File: src/sv/zcr_pkg.sv
`default_nettype none

package zcr_pkg;

    localparam int MAX_WINDOW  = 64;
    localparam int SAMPLE_BITS = 16;
    localparam int AXES        = 3;
    localparam int CFG_W       = 7;
    localparam int CNT_W       = 7;
    localparam int PTR_W       = $clog2(MAX_WINDOW);
    localparam int LEN_W       = PTR_W + 1;

    typedef logic [SAMPLE_BITS-1:0] t_sample;
    typedef logic [CNT_W-1:0]       t_cnt;
    typedef logic [PTR_W-1:0]       t_ptr;
    typedef logic [LEN_W-1:0]       t_len;
    typedef logic [CFG_W-1:0]       t_cfg;

    // sign class of one sample: zero, positive or negative
    typedef struct packed {
        logic neg;
        logic nz;
    } t_sgn;

    typedef t_sgn [AXES-1:0]             t_signs;
    typedef logic [AXES-1:0][CNT_W-1:0]  t_cnts;

    function automatic t_sgn sgn_of(t_sample v);
        t_sgn s;
        s.neg = v[SAMPLE_BITS-1];
        s.nz  = |v;
        return s;
    endfunction

    function automatic t_len eff_len(t_cfg cfg);
        int v;
        v = int'(cfg);
        if (v == 0) begin
            v = 1;
        end
        if (v > MAX_WINDOW) begin
            v = MAX_WINDOW;
        end
        return LEN_W'(v);
    endfunction

endpackage

`default_nettype wire

File: src/sv/zcr_in_if.sv
`default_nettype none

interface zcr_in_if;
    import zcr_pkg::*;

    logic    valid;
    logic    ready;
    t_sample sample_x;
    t_sample sample_y;
    t_sample sample_z;

    modport source (output valid, output sample_x, output sample_y, output sample_z,
                    input ready);
    modport sink   (input valid, input sample_x, input sample_y, input sample_z,
                    output ready);
endinterface

`default_nettype wire

File: src/sv/zcr_out_if.sv
`default_nettype none

interface zcr_out_if;
    import zcr_pkg::*;

    logic valid;
    logic ready;
    t_cnt crossings_x;
    t_cnt crossings_y;
    t_cnt crossings_z;

    modport source (output valid, output crossings_x, output crossings_y,
                    output crossings_z, input ready);
    modport sink   (input valid, input crossings_x, input crossings_y,
                    input crossings_z, output ready);
endinterface

`default_nettype wire

File: src/sv/zcr_sign_ring.sv
`default_nettype none

module zcr_sign_ring (
    input  logic            i_clk,
    input  logic            i_rst_n,
    input  logic            i_we,
    input  zcr_pkg::t_ptr   i_waddr,
    input  zcr_pkg::t_signs i_wdata,
    input  logic            i_re,
    input  zcr_pkg::t_ptr   i_raddr,
    output zcr_pkg::t_signs o_rdata
);
    import zcr_pkg::*;

    t_signs                 r_mem [MAX_WINDOW];
    logic [MAX_WINDOW-1:0]  r_vld;
    t_signs                 r_rdata;
    logic                   r_rvld;

    always_ff @(posedge i_clk) begin
        if (i_we) begin
            r_mem[i_waddr] <= i_wdata;
        end
        if (i_re) begin
            r_rdata <= r_mem[i_raddr];
        end
    end

    // entries never written read as zero
    always_ff @(posedge i_clk) begin
        if (!i_rst_n) begin
            r_vld  <= '0;
            r_rvld <= 1'b0;
        end else begin
            if (i_we) begin
                r_vld[i_waddr] <= 1'b1;
            end
            if (i_re) begin
                r_rvld <= r_vld[i_raddr];
            end
        end
    end

    assign o_rdata = r_rvld ? r_rdata : '0;

endmodule

`default_nettype wire

File: src/sv/zcr_cross_acc.sv
`default_nettype none

module zcr_cross_acc (
    input  logic            i_clk,
    input  logic            i_clr,
    input  logic            i_en,
    input  zcr_pkg::t_signs i_a,
    input  zcr_pkg::t_signs i_b,
    output zcr_pkg::t_cnts  o_cnt
);
    import zcr_pkg::*;

    t_cnts r_cnt;
    logic [AXES-1:0] hit;

    always_comb begin
        for (int a = 0; a < AXES; a++) begin
            hit[a] = i_a[a].nz && i_b[a].nz && (i_a[a].neg ^ i_b[a].neg);
        end
    end

    always_ff @(posedge i_clk) begin
        for (int a = 0; a < AXES; a++) begin
            if (i_clr) begin
                r_cnt[a] <= '0;
            end else if (i_en && hit[a] && (r_cnt[a] != '1)) begin
                r_cnt[a] <= r_cnt[a] + 1'b1;
            end
        end
    end

    assign o_cnt = r_cnt;

endmodule

`default_nettype wire

File: src/sv/zero_crossing_rate_three_axis.sv
`default_nettype none

// Counts sign changes per axis over a circular window of the last samples. Each
// word written on i_in is stored at the write pointer, then the window is read
// back one entry per cycle through a single compare-and-count unit, and the
// three counts leave on o_out. Each item walks the ring with one read per entry,
// then a drain step covers the read latency, a wrap step adds the last-to-first
// pair and a done step loads the result. The done step holds until the next
// pointer is reduced into the window and no earlier result waits on o_out.
// i_in is ready only between items; a result may wait on o_out while the next
// word is taken. Zero on either side of a pair is not a crossing. The ring reads
// as zero after reset without a clear pass. The user must write window_length
// through i_cfg_we / i_cfg_wdata only while idle; the block does not enforce it.
module zero_crossing_rate_three_axis (
    input  logic          i_clk,
    input  logic          i_rst_n,
    input  logic          i_cfg_we,
    input  zcr_pkg::t_cfg i_cfg_wdata,
    zcr_in_if.sink        i_in,
    zcr_out_if.source     o_out
);
    import zcr_pkg::*;

    localparam logic [2:0] S_IDLE  = 3'd0;
    localparam logic [2:0] S_WALK  = 3'd1;
    localparam logic [2:0] S_DRAIN = 3'd2;
    localparam logic [2:0] S_WRAP  = 3'd3;
    localparam logic [2:0] S_DONE  = 3'd4;

    logic [2:0] r_state;
    logic [2:0] n_state;
    t_cfg       r_cfg;
    t_ptr       r_wp;
    t_ptr       r_idx;
    t_ptr       r_last;
    t_len       r_len;
    t_len       r_np;
    logic       r_rd_pend;
    logic       r_rd_first;
    t_signs     r_prev;
    t_signs     r_first;
    logic       r_out_valid;
    t_cnts      r_out_cnt;

    logic       accept;
    logic       np_ok;
    logic       done;
    t_len       len;
    t_signs     wdata;
    t_signs     rd_data;
    logic       acc_en;
    t_signs     acc_b;
    t_cnts      cnt;

    assign accept = i_in.valid && i_in.ready;
    assign np_ok  = r_np < r_len;
    assign len    = eff_len(r_cfg);
    assign done   = (r_state == S_DONE) && (n_state == S_IDLE);

    assign wdata[0] = sgn_of(i_in.sample_x);
    assign wdata[1] = sgn_of(i_in.sample_y);
    assign wdata[2] = sgn_of(i_in.sample_z);

    always_comb begin
        n_state = r_state;
        unique case (r_state)
            S_IDLE: begin
                if (i_in.valid) n_state = S_WALK;
            end
            S_WALK: begin
                if (r_idx == r_last) n_state = S_DRAIN;
            end
            S_DRAIN: n_state = S_WRAP;
            S_WRAP:  n_state = S_DONE;
            S_DONE: begin
                if (np_ok && (!r_out_valid || o_out.ready)) n_state = S_IDLE;
            end
            default: n_state = S_IDLE;
        endcase
    end

    zcr_sign_ring u_ring (
        .i_clk   (i_clk),
        .i_rst_n (i_rst_n),
        .i_we    (accept),
        .i_waddr (r_wp),
        .i_wdata (wdata),
        .i_re    (r_state == S_WALK),
        .i_raddr (r_idx),
        .o_rdata (rd_data)
    );

    // neighbor pairs while walking, last-to-first pair in the wrap step
    assign acc_en = (r_rd_pend && !r_rd_first) || (r_state == S_WRAP);
    assign acc_b  = (r_state == S_WRAP) ? r_first : rd_data;

    zcr_cross_acc u_acc (
        .i_clk (i_clk),
        .i_clr (accept),
        .i_en  (acc_en),
        .i_a   (r_prev),
        .i_b   (acc_b),
        .o_cnt (cnt)
    );

    always_ff @(posedge i_clk) begin
        if (!i_rst_n) begin
            r_state     <= S_IDLE;
            r_cfg       <= CFG_W'(64);
            r_wp        <= '0;
            r_rd_pend   <= 1'b0;
            r_out_valid <= 1'b0;
        end else begin
            r_state   <= n_state;
            r_rd_pend <= (r_state == S_WALK);
            if (i_cfg_we) begin
                r_cfg <= i_cfg_wdata;
            end
            if (done) begin
                r_wp        <= r_np[PTR_W-1:0];
                r_out_valid <= 1'b1;
            end else if (o_out.ready) begin
                r_out_valid <= 1'b0;
            end
        end
    end

    always_ff @(posedge i_clk) begin
        r_rd_first <= (r_idx == '0);
        if (accept) begin
            r_idx  <= '0;
            r_len  <= len;
            r_last <= PTR_W'(len - 1'b1);
            r_np   <= LEN_W'(r_wp) + 1'b1;
        end else begin
            if ((r_state == S_WALK) && (r_idx != r_last)) begin
                r_idx <= r_idx + 1'b1;
            end
            // next pointer modulo the window by repeated subtract
            if ((r_state != S_IDLE) && !np_ok) begin
                r_np <= r_np - r_len;
            end
        end
        if (r_rd_pend) begin
            r_prev <= rd_data;
            if (r_rd_first) begin
                r_first <= rd_data;
            end
        end
        if (done) begin
            r_out_cnt <= cnt;
        end
    end

    assign i_in.ready        = (r_state == S_IDLE);
    assign o_out.valid       = r_out_valid;
    assign o_out.crossings_x = r_out_cnt[0];
    assign o_out.crossings_y = r_out_cnt[1];
    assign o_out.crossings_z = r_out_cnt[2];

    a_idle_no_read: assert property (@(posedge i_clk) disable iff (!i_rst_n)
        (r_state == S_IDLE) |-> !r_rd_pend)
        else $error("ring read pending while idle");

    a_accept_starts_walk: assert property (@(posedge i_clk) disable iff (!i_rst_n)
        accept |=> (r_state == S_WALK) && (r_idx == '0))
        else $error("accepted word did not start the window walk");

    a_wp_in_window: assert property (@(posedge i_clk) disable iff (!i_rst_n)
        done |=> (LEN_W'(r_wp) < r_len))
        else $error("write pointer left outside the window");

endmodule

`default_nettype wire
File: src/flat_wrapper.sv
// flat-port wrapper written by rule: the top's interface ports become plain ports
module zero_crossing_rate_three_axis_flat import zcr_pkg::*;
  (i_clk, i_rst_n, i_cfg_we, i_cfg_wdata, i_in_valid, i_in_sample_x, i_in_sample_y, i_in_sample_z, i_in_ready, o_out_valid, o_out_crossings_x, o_out_crossings_y, o_out_crossings_z, o_out_ready);
  zcr_in_if i_in_i ();
  zcr_out_if o_out_i ();
  input  logic i_clk;
  input  logic i_rst_n;
  input  logic i_cfg_we;
  input  zcr_pkg::t_cfg i_cfg_wdata;
  input wire logic [$bits(i_in_i.valid)-1:0] i_in_valid;
  input wire logic [$bits(i_in_i.sample_x)-1:0] i_in_sample_x;
  input wire logic [$bits(i_in_i.sample_y)-1:0] i_in_sample_y;
  input wire logic [$bits(i_in_i.sample_z)-1:0] i_in_sample_z;
  output wire logic [$bits(i_in_i.ready)-1:0] i_in_ready;
  output wire logic [$bits(o_out_i.valid)-1:0] o_out_valid;
  output wire logic [$bits(o_out_i.crossings_x)-1:0] o_out_crossings_x;
  output wire logic [$bits(o_out_i.crossings_y)-1:0] o_out_crossings_y;
  output wire logic [$bits(o_out_i.crossings_z)-1:0] o_out_crossings_z;
  input wire logic [$bits(o_out_i.ready)-1:0] o_out_ready;
  assign i_in_i.valid = i_in_valid;
  assign i_in_i.sample_x = i_in_sample_x;
  assign i_in_i.sample_y = i_in_sample_y;
  assign i_in_i.sample_z = i_in_sample_z;
  assign i_in_ready = i_in_i.ready;
  assign o_out_valid = o_out_i.valid;
  assign o_out_crossings_x = o_out_i.crossings_x;
  assign o_out_crossings_y = o_out_i.crossings_y;
  assign o_out_crossings_z = o_out_i.crossings_z;
  assign o_out_i.ready = o_out_ready;
  zero_crossing_rate_three_axis u_core (.i_clk(i_clk), .i_rst_n(i_rst_n), .i_cfg_we(i_cfg_we), .i_cfg_wdata(i_cfg_wdata), .i_in(i_in_i), .o_out(o_out_i));
endmodule
File: config.mk
export PLATFORM = sky130hd
export DESIGN_NAME = zero_crossing_rate_three_axis_flat
export DESIGN_NICKNAME = d
export VERILOG_FILES = /design/src/sv/zcr_pkg.sv /design/src/sv/zcr_in_if.sv /design/src/sv/zcr_out_if.sv /design/src/sv/zcr_sign_ring.sv /design/src/sv/zcr_cross_acc.sv /design/src/sv/zero_crossing_rate_three_axis.sv /design/src/flat_wrapper.sv
export SDC_FILE = /design/constraint.sdc
export NUM_CORES = 1
export LEC_CHECK = 0
export ABC_AREA = 1
export BUFFER_PORTS_ARGS = -buffer_cell sky130_fd_sc_hd__buf_2
export CORE_AREA = 8 8 225 227
export CTS_CLUSTER_DIAMETER = 120
export DETAILED_ROUTE_END_ITERATION = 8
export DIE_AREA = 0 0 233 235
export GPL_ROUTABILITY_DRIVEN = 0
export PLACE_DENSITY = 0.74
export SYNTH_ARGS = -nofsm -noshare
export SYNTH_HDL_FRONTEND = slang
export SYNTH_SLANG_ARGS = --single-unit
File: constraint.sdc
create_clock -name i_clk -period 5 [get_ports i_clk]
set_input_delay 0.5 -clock i_clk [delete_from_list [all_inputs] [get_ports i_clk]]
set_output_delay 0.5 -clock i_clk [all_outputs]
set_load 0.05 [all_outputs]
==> results by group <==
Route
  – Initial drt markers: 1918
  – Final antenna-violating net count: 0
  – Routed vias/inst: 5.73
  – Via count: 16.5k
  – Routed len/inst: 20.4 um
  – DRC: 0
  – Detailed Route WL: 58.6 mm
  – DRT Pass-1 Iters: 5

Cells and area
  – Antenna diodes: 0
  – Fin nets: 2295
  – Area grow syn2layout: 10.2%
  – Design area: 25600 um2
  – Layout cell share with drive strength beyond 1: 0.110

Floorplanning
  – Die Span Y: 235 um
  – # rows: 80
  – Initial cell density of the core: 0.494
  – Chip width: 233 um
  – Die area: 54800 um2
  – Ports: 83
  – Core area: 47100 um2

Critical path
  – Max stage delay on crit path: 0.65 ns
  – Reg-to-Reg Start: u_core.r_idx[0]$_SDFFE_PP0P_
  – Worst-path maximum fanout: 130
  – Critical path buffers and inverters: 2
  – CP required: 5.46 ns
  – Worst Setup SP: u_core.r_idx[0]$_SDFFE_PP0P_
  – Arr. time, crit path: 3.49 ns
  – Crit path cell chain: inv_6 -> buf_4 -> nor2_1 -> o21ai_0 -> nand2_1 -> nand2_1 -> a21oi_1 -> nand2_1 -> nand3_1 -> nand2_1
  – Crit start category: flop
  – Crit path max-delay cell type: buf_4
  – CP most frequent cell: nand2_1
  – Setup CP Type: reg -> reg
  – Crit-path leading delay family: buffers and inverters
  – Crit end category: flop

Yosys
  – Synth area leader: edfxtp_1
  – Seq/Total Area, Yosys: 0.667
  – Area contributors post-synth: edfxtp_1 (57%), dfxtp_1 (9.5%), nor2_1 (7.8%)
  – Share of flip-flops with an asynchronous set or reset: 0
  – Yosys reg bits: 554
  – Synth Area per Inst: 10.7 um2
  – Yosys cell types: 49
  – Post-Syn Instances: 2177
  – Warnings, synthesis: 0
  – Number of flops mapped to enable cells by yosys: 443
  – Top cell type's share of synthesized area: 0.571
  – Ys flop type: edfxtp_1
  – Mapped cell area: 23300 um2
  – Post-synthesis net count: 2252

STA
  – Min cycle time layout: 3.03 ns
  – Unrepaired setup endpoints after global routing: false
  – # setup viols final: 0
  – Worst hold slack: 0.113 ns
  – Worst Tran Pin Value: 1.33 ns
  – Setup Skew: 0.0242 ns
  – Slew HR: 0.110
  – Fmax: 330 MHz
  – TNS Setup: 0 ns
  – Fin crit share: 0.606
  – Max Transition Viols Final: 0
  – Final Hold Fails: 0

Power
  – Pleak: 9.62 nW
  – P per Cell Area: 397 nW/um2
  – Peak VDD IR: 0.424 mV

Global routing
  – Antenna violations before repair: 0
  – GRT Util Overall: 0.211
  – Number of global-route vias before repair: 16.1k
  – Largest net degree at the start of global routing: 232
  – GRT overflow: 0
  – First-pass GRT wire length: 91.1 mm

Clock tree
  – Post-CTS Setup Inserts: 0
  – Total CTS buffers: 53
  – Num Clock Sinks: 554
  – Clock slew seen by the registers of the worst setup and hold paths: 0.06 ns
  – H-tree Lvls: 2
  – Clock buffer depth: 3
  – Clk_lat worst skew: 0.61 ns
  – Root Buffer: clkbuf_16
  – Cts hold-fix bufs: 0
  – CTS tree: yes
  – CTS resizes: 0

Hold path
  – Hold Path Origin: i_cfg_wdata[6]
  – HP Class: in -> reg

Flow run
  – Max-cap violation count: 0

Place
  – DP Area: 23900 um2
  – Post-DP HPWL: 35.1 mm
  – IO buf count: 82

Status
  – Status: completed
path summary, 6_finish.rpt:
check                                               end  slack [ns]  cells after the start
hold reg to reg   u_core.o_out.crossings_z[6]$_DFFE_PP_        0.46                      0
setup reg to reg     u_core.u_ring.r_rdata[2]$_DFFE_PP_        1.97                     10
hold / removal             u_core.r_cfg[6]$_SDFFE_PN1P_        0.11                      3
setup / recovery     u_core.u_ring.r_rdata[2]$_DFFE_PP_        1.97                     10
placed cells by master, fill, tap and decap left out, types with 5 or more instances in the layout:
cell and instances:
a21oi_1 49, a21oi_2 6, a31oi_1 7, buf_2 82, buf_4 16, clkbuf_1 15, clkbuf_16 54, clkinv_1 8
clkinv_2 16, dfxtp_1 109, edfxtp_1 443, ha_1 14, inv_1 120, inv_2 8, nand2_1 298, nand3_1 90
nand3_2 5, nand4_1 17, nor2_1 486, nor2_2 10, nor3_1 12, nor3_2 10, nor4_1 12, o211ai_1 36
o21ai_0 216, o21ai_1 14, o21ai_2 7, o22ai_1 42, xnor2_1 9, xor2_1 9
per-stage QoR:
step | setup WS [ns] | cells | total power, mW | utilization
after floorplan | 2.55 | 2177 | 5.96 | -
after global placement | 2.14 | 2780 | 6.28 | 0.508
after detailed placement | 2.08 | 2780 | 6.29 | 0.508
after CTS | 2.05 | 2879 | 10.2 | 0.544
after global routing | 1.79 | 2879 | 10.5 | 0.544
final | 1.97 | 2879 | 10.2 | 0.544
per-layer routing:
metal	track usage	vias up	part of all wire
met2	0.337	835	0.47
met4	0.0986	0	0.046
met5	0	-	0
li1	-	7569	-
met1	0.277	7920	0.39
met3	0.0390	164	0.091
report_power, final:
group          switching, mW  internal, mW
Sequential            0.0529          5.01
Clock                   1.70          2.25
Combinational          0.839         0.326
Total                   2.59          7.58
synthesized netlist by cell type, types with 10 or more instances:
cell type	count
a21oi_1	49
buf_2	46
buf_4	13
buf_6	17
clkbuf_1	33
dfxtp_1	111
edfxtp_1	443
ha_1	14
inv_1	121
nand2_1	298
nand3_1	90
nand4_1	17
nor2_1	486
nor2_2	10
nor3_1	12
nor3_2	10
nor4_1	12
o211ai_1	36
o21ai_0	216
o21ai_1	14
o22ai_1	42
tightest hold or removal path, cell delays in order:
cell,delay (ns)
buf_2,0.07
a21oi_1,0.05
o21ai_0,0.06
state kept, by name, summed over array words and instances (netlist names), 7 cells and up:
name and flops:
u_core.r_np 7, u_core.r_len 7, u_core.o_out.crossings_y 7, u_core.o_out.crossings_x 7, u_core.u_ring.r_mem 384, u_core.u_ring.r_vld 64, u_core.o_out.crossings_z 7, u_core.u_acc.o_cnt 21
u_core.r_cfg 7
kinds of logic (layout without fill, tap and decap cells):
kind of cell    after synthesis  after routing  share of synthesized area
simple gates                961            961                      0.175
compound gates              383            383                     0.0918
buf+inv                     246            333                     0.0508
flops                       554            554                      0.667
fa+ha+maj                    15             15                    0.00838
xor+xnor                     18             18                    0.00677
layout make-up:
cell class	instances	area [um2]
fillers	3907	21500
flip-flops and latches	554	15500
multi-input cells	1377	6570
clock buffers	73	1460
well taps	615	769
repair buffers	99	551
inverters	135	522
clock inverters	26	236
Power figures use the tool's default switching activity.
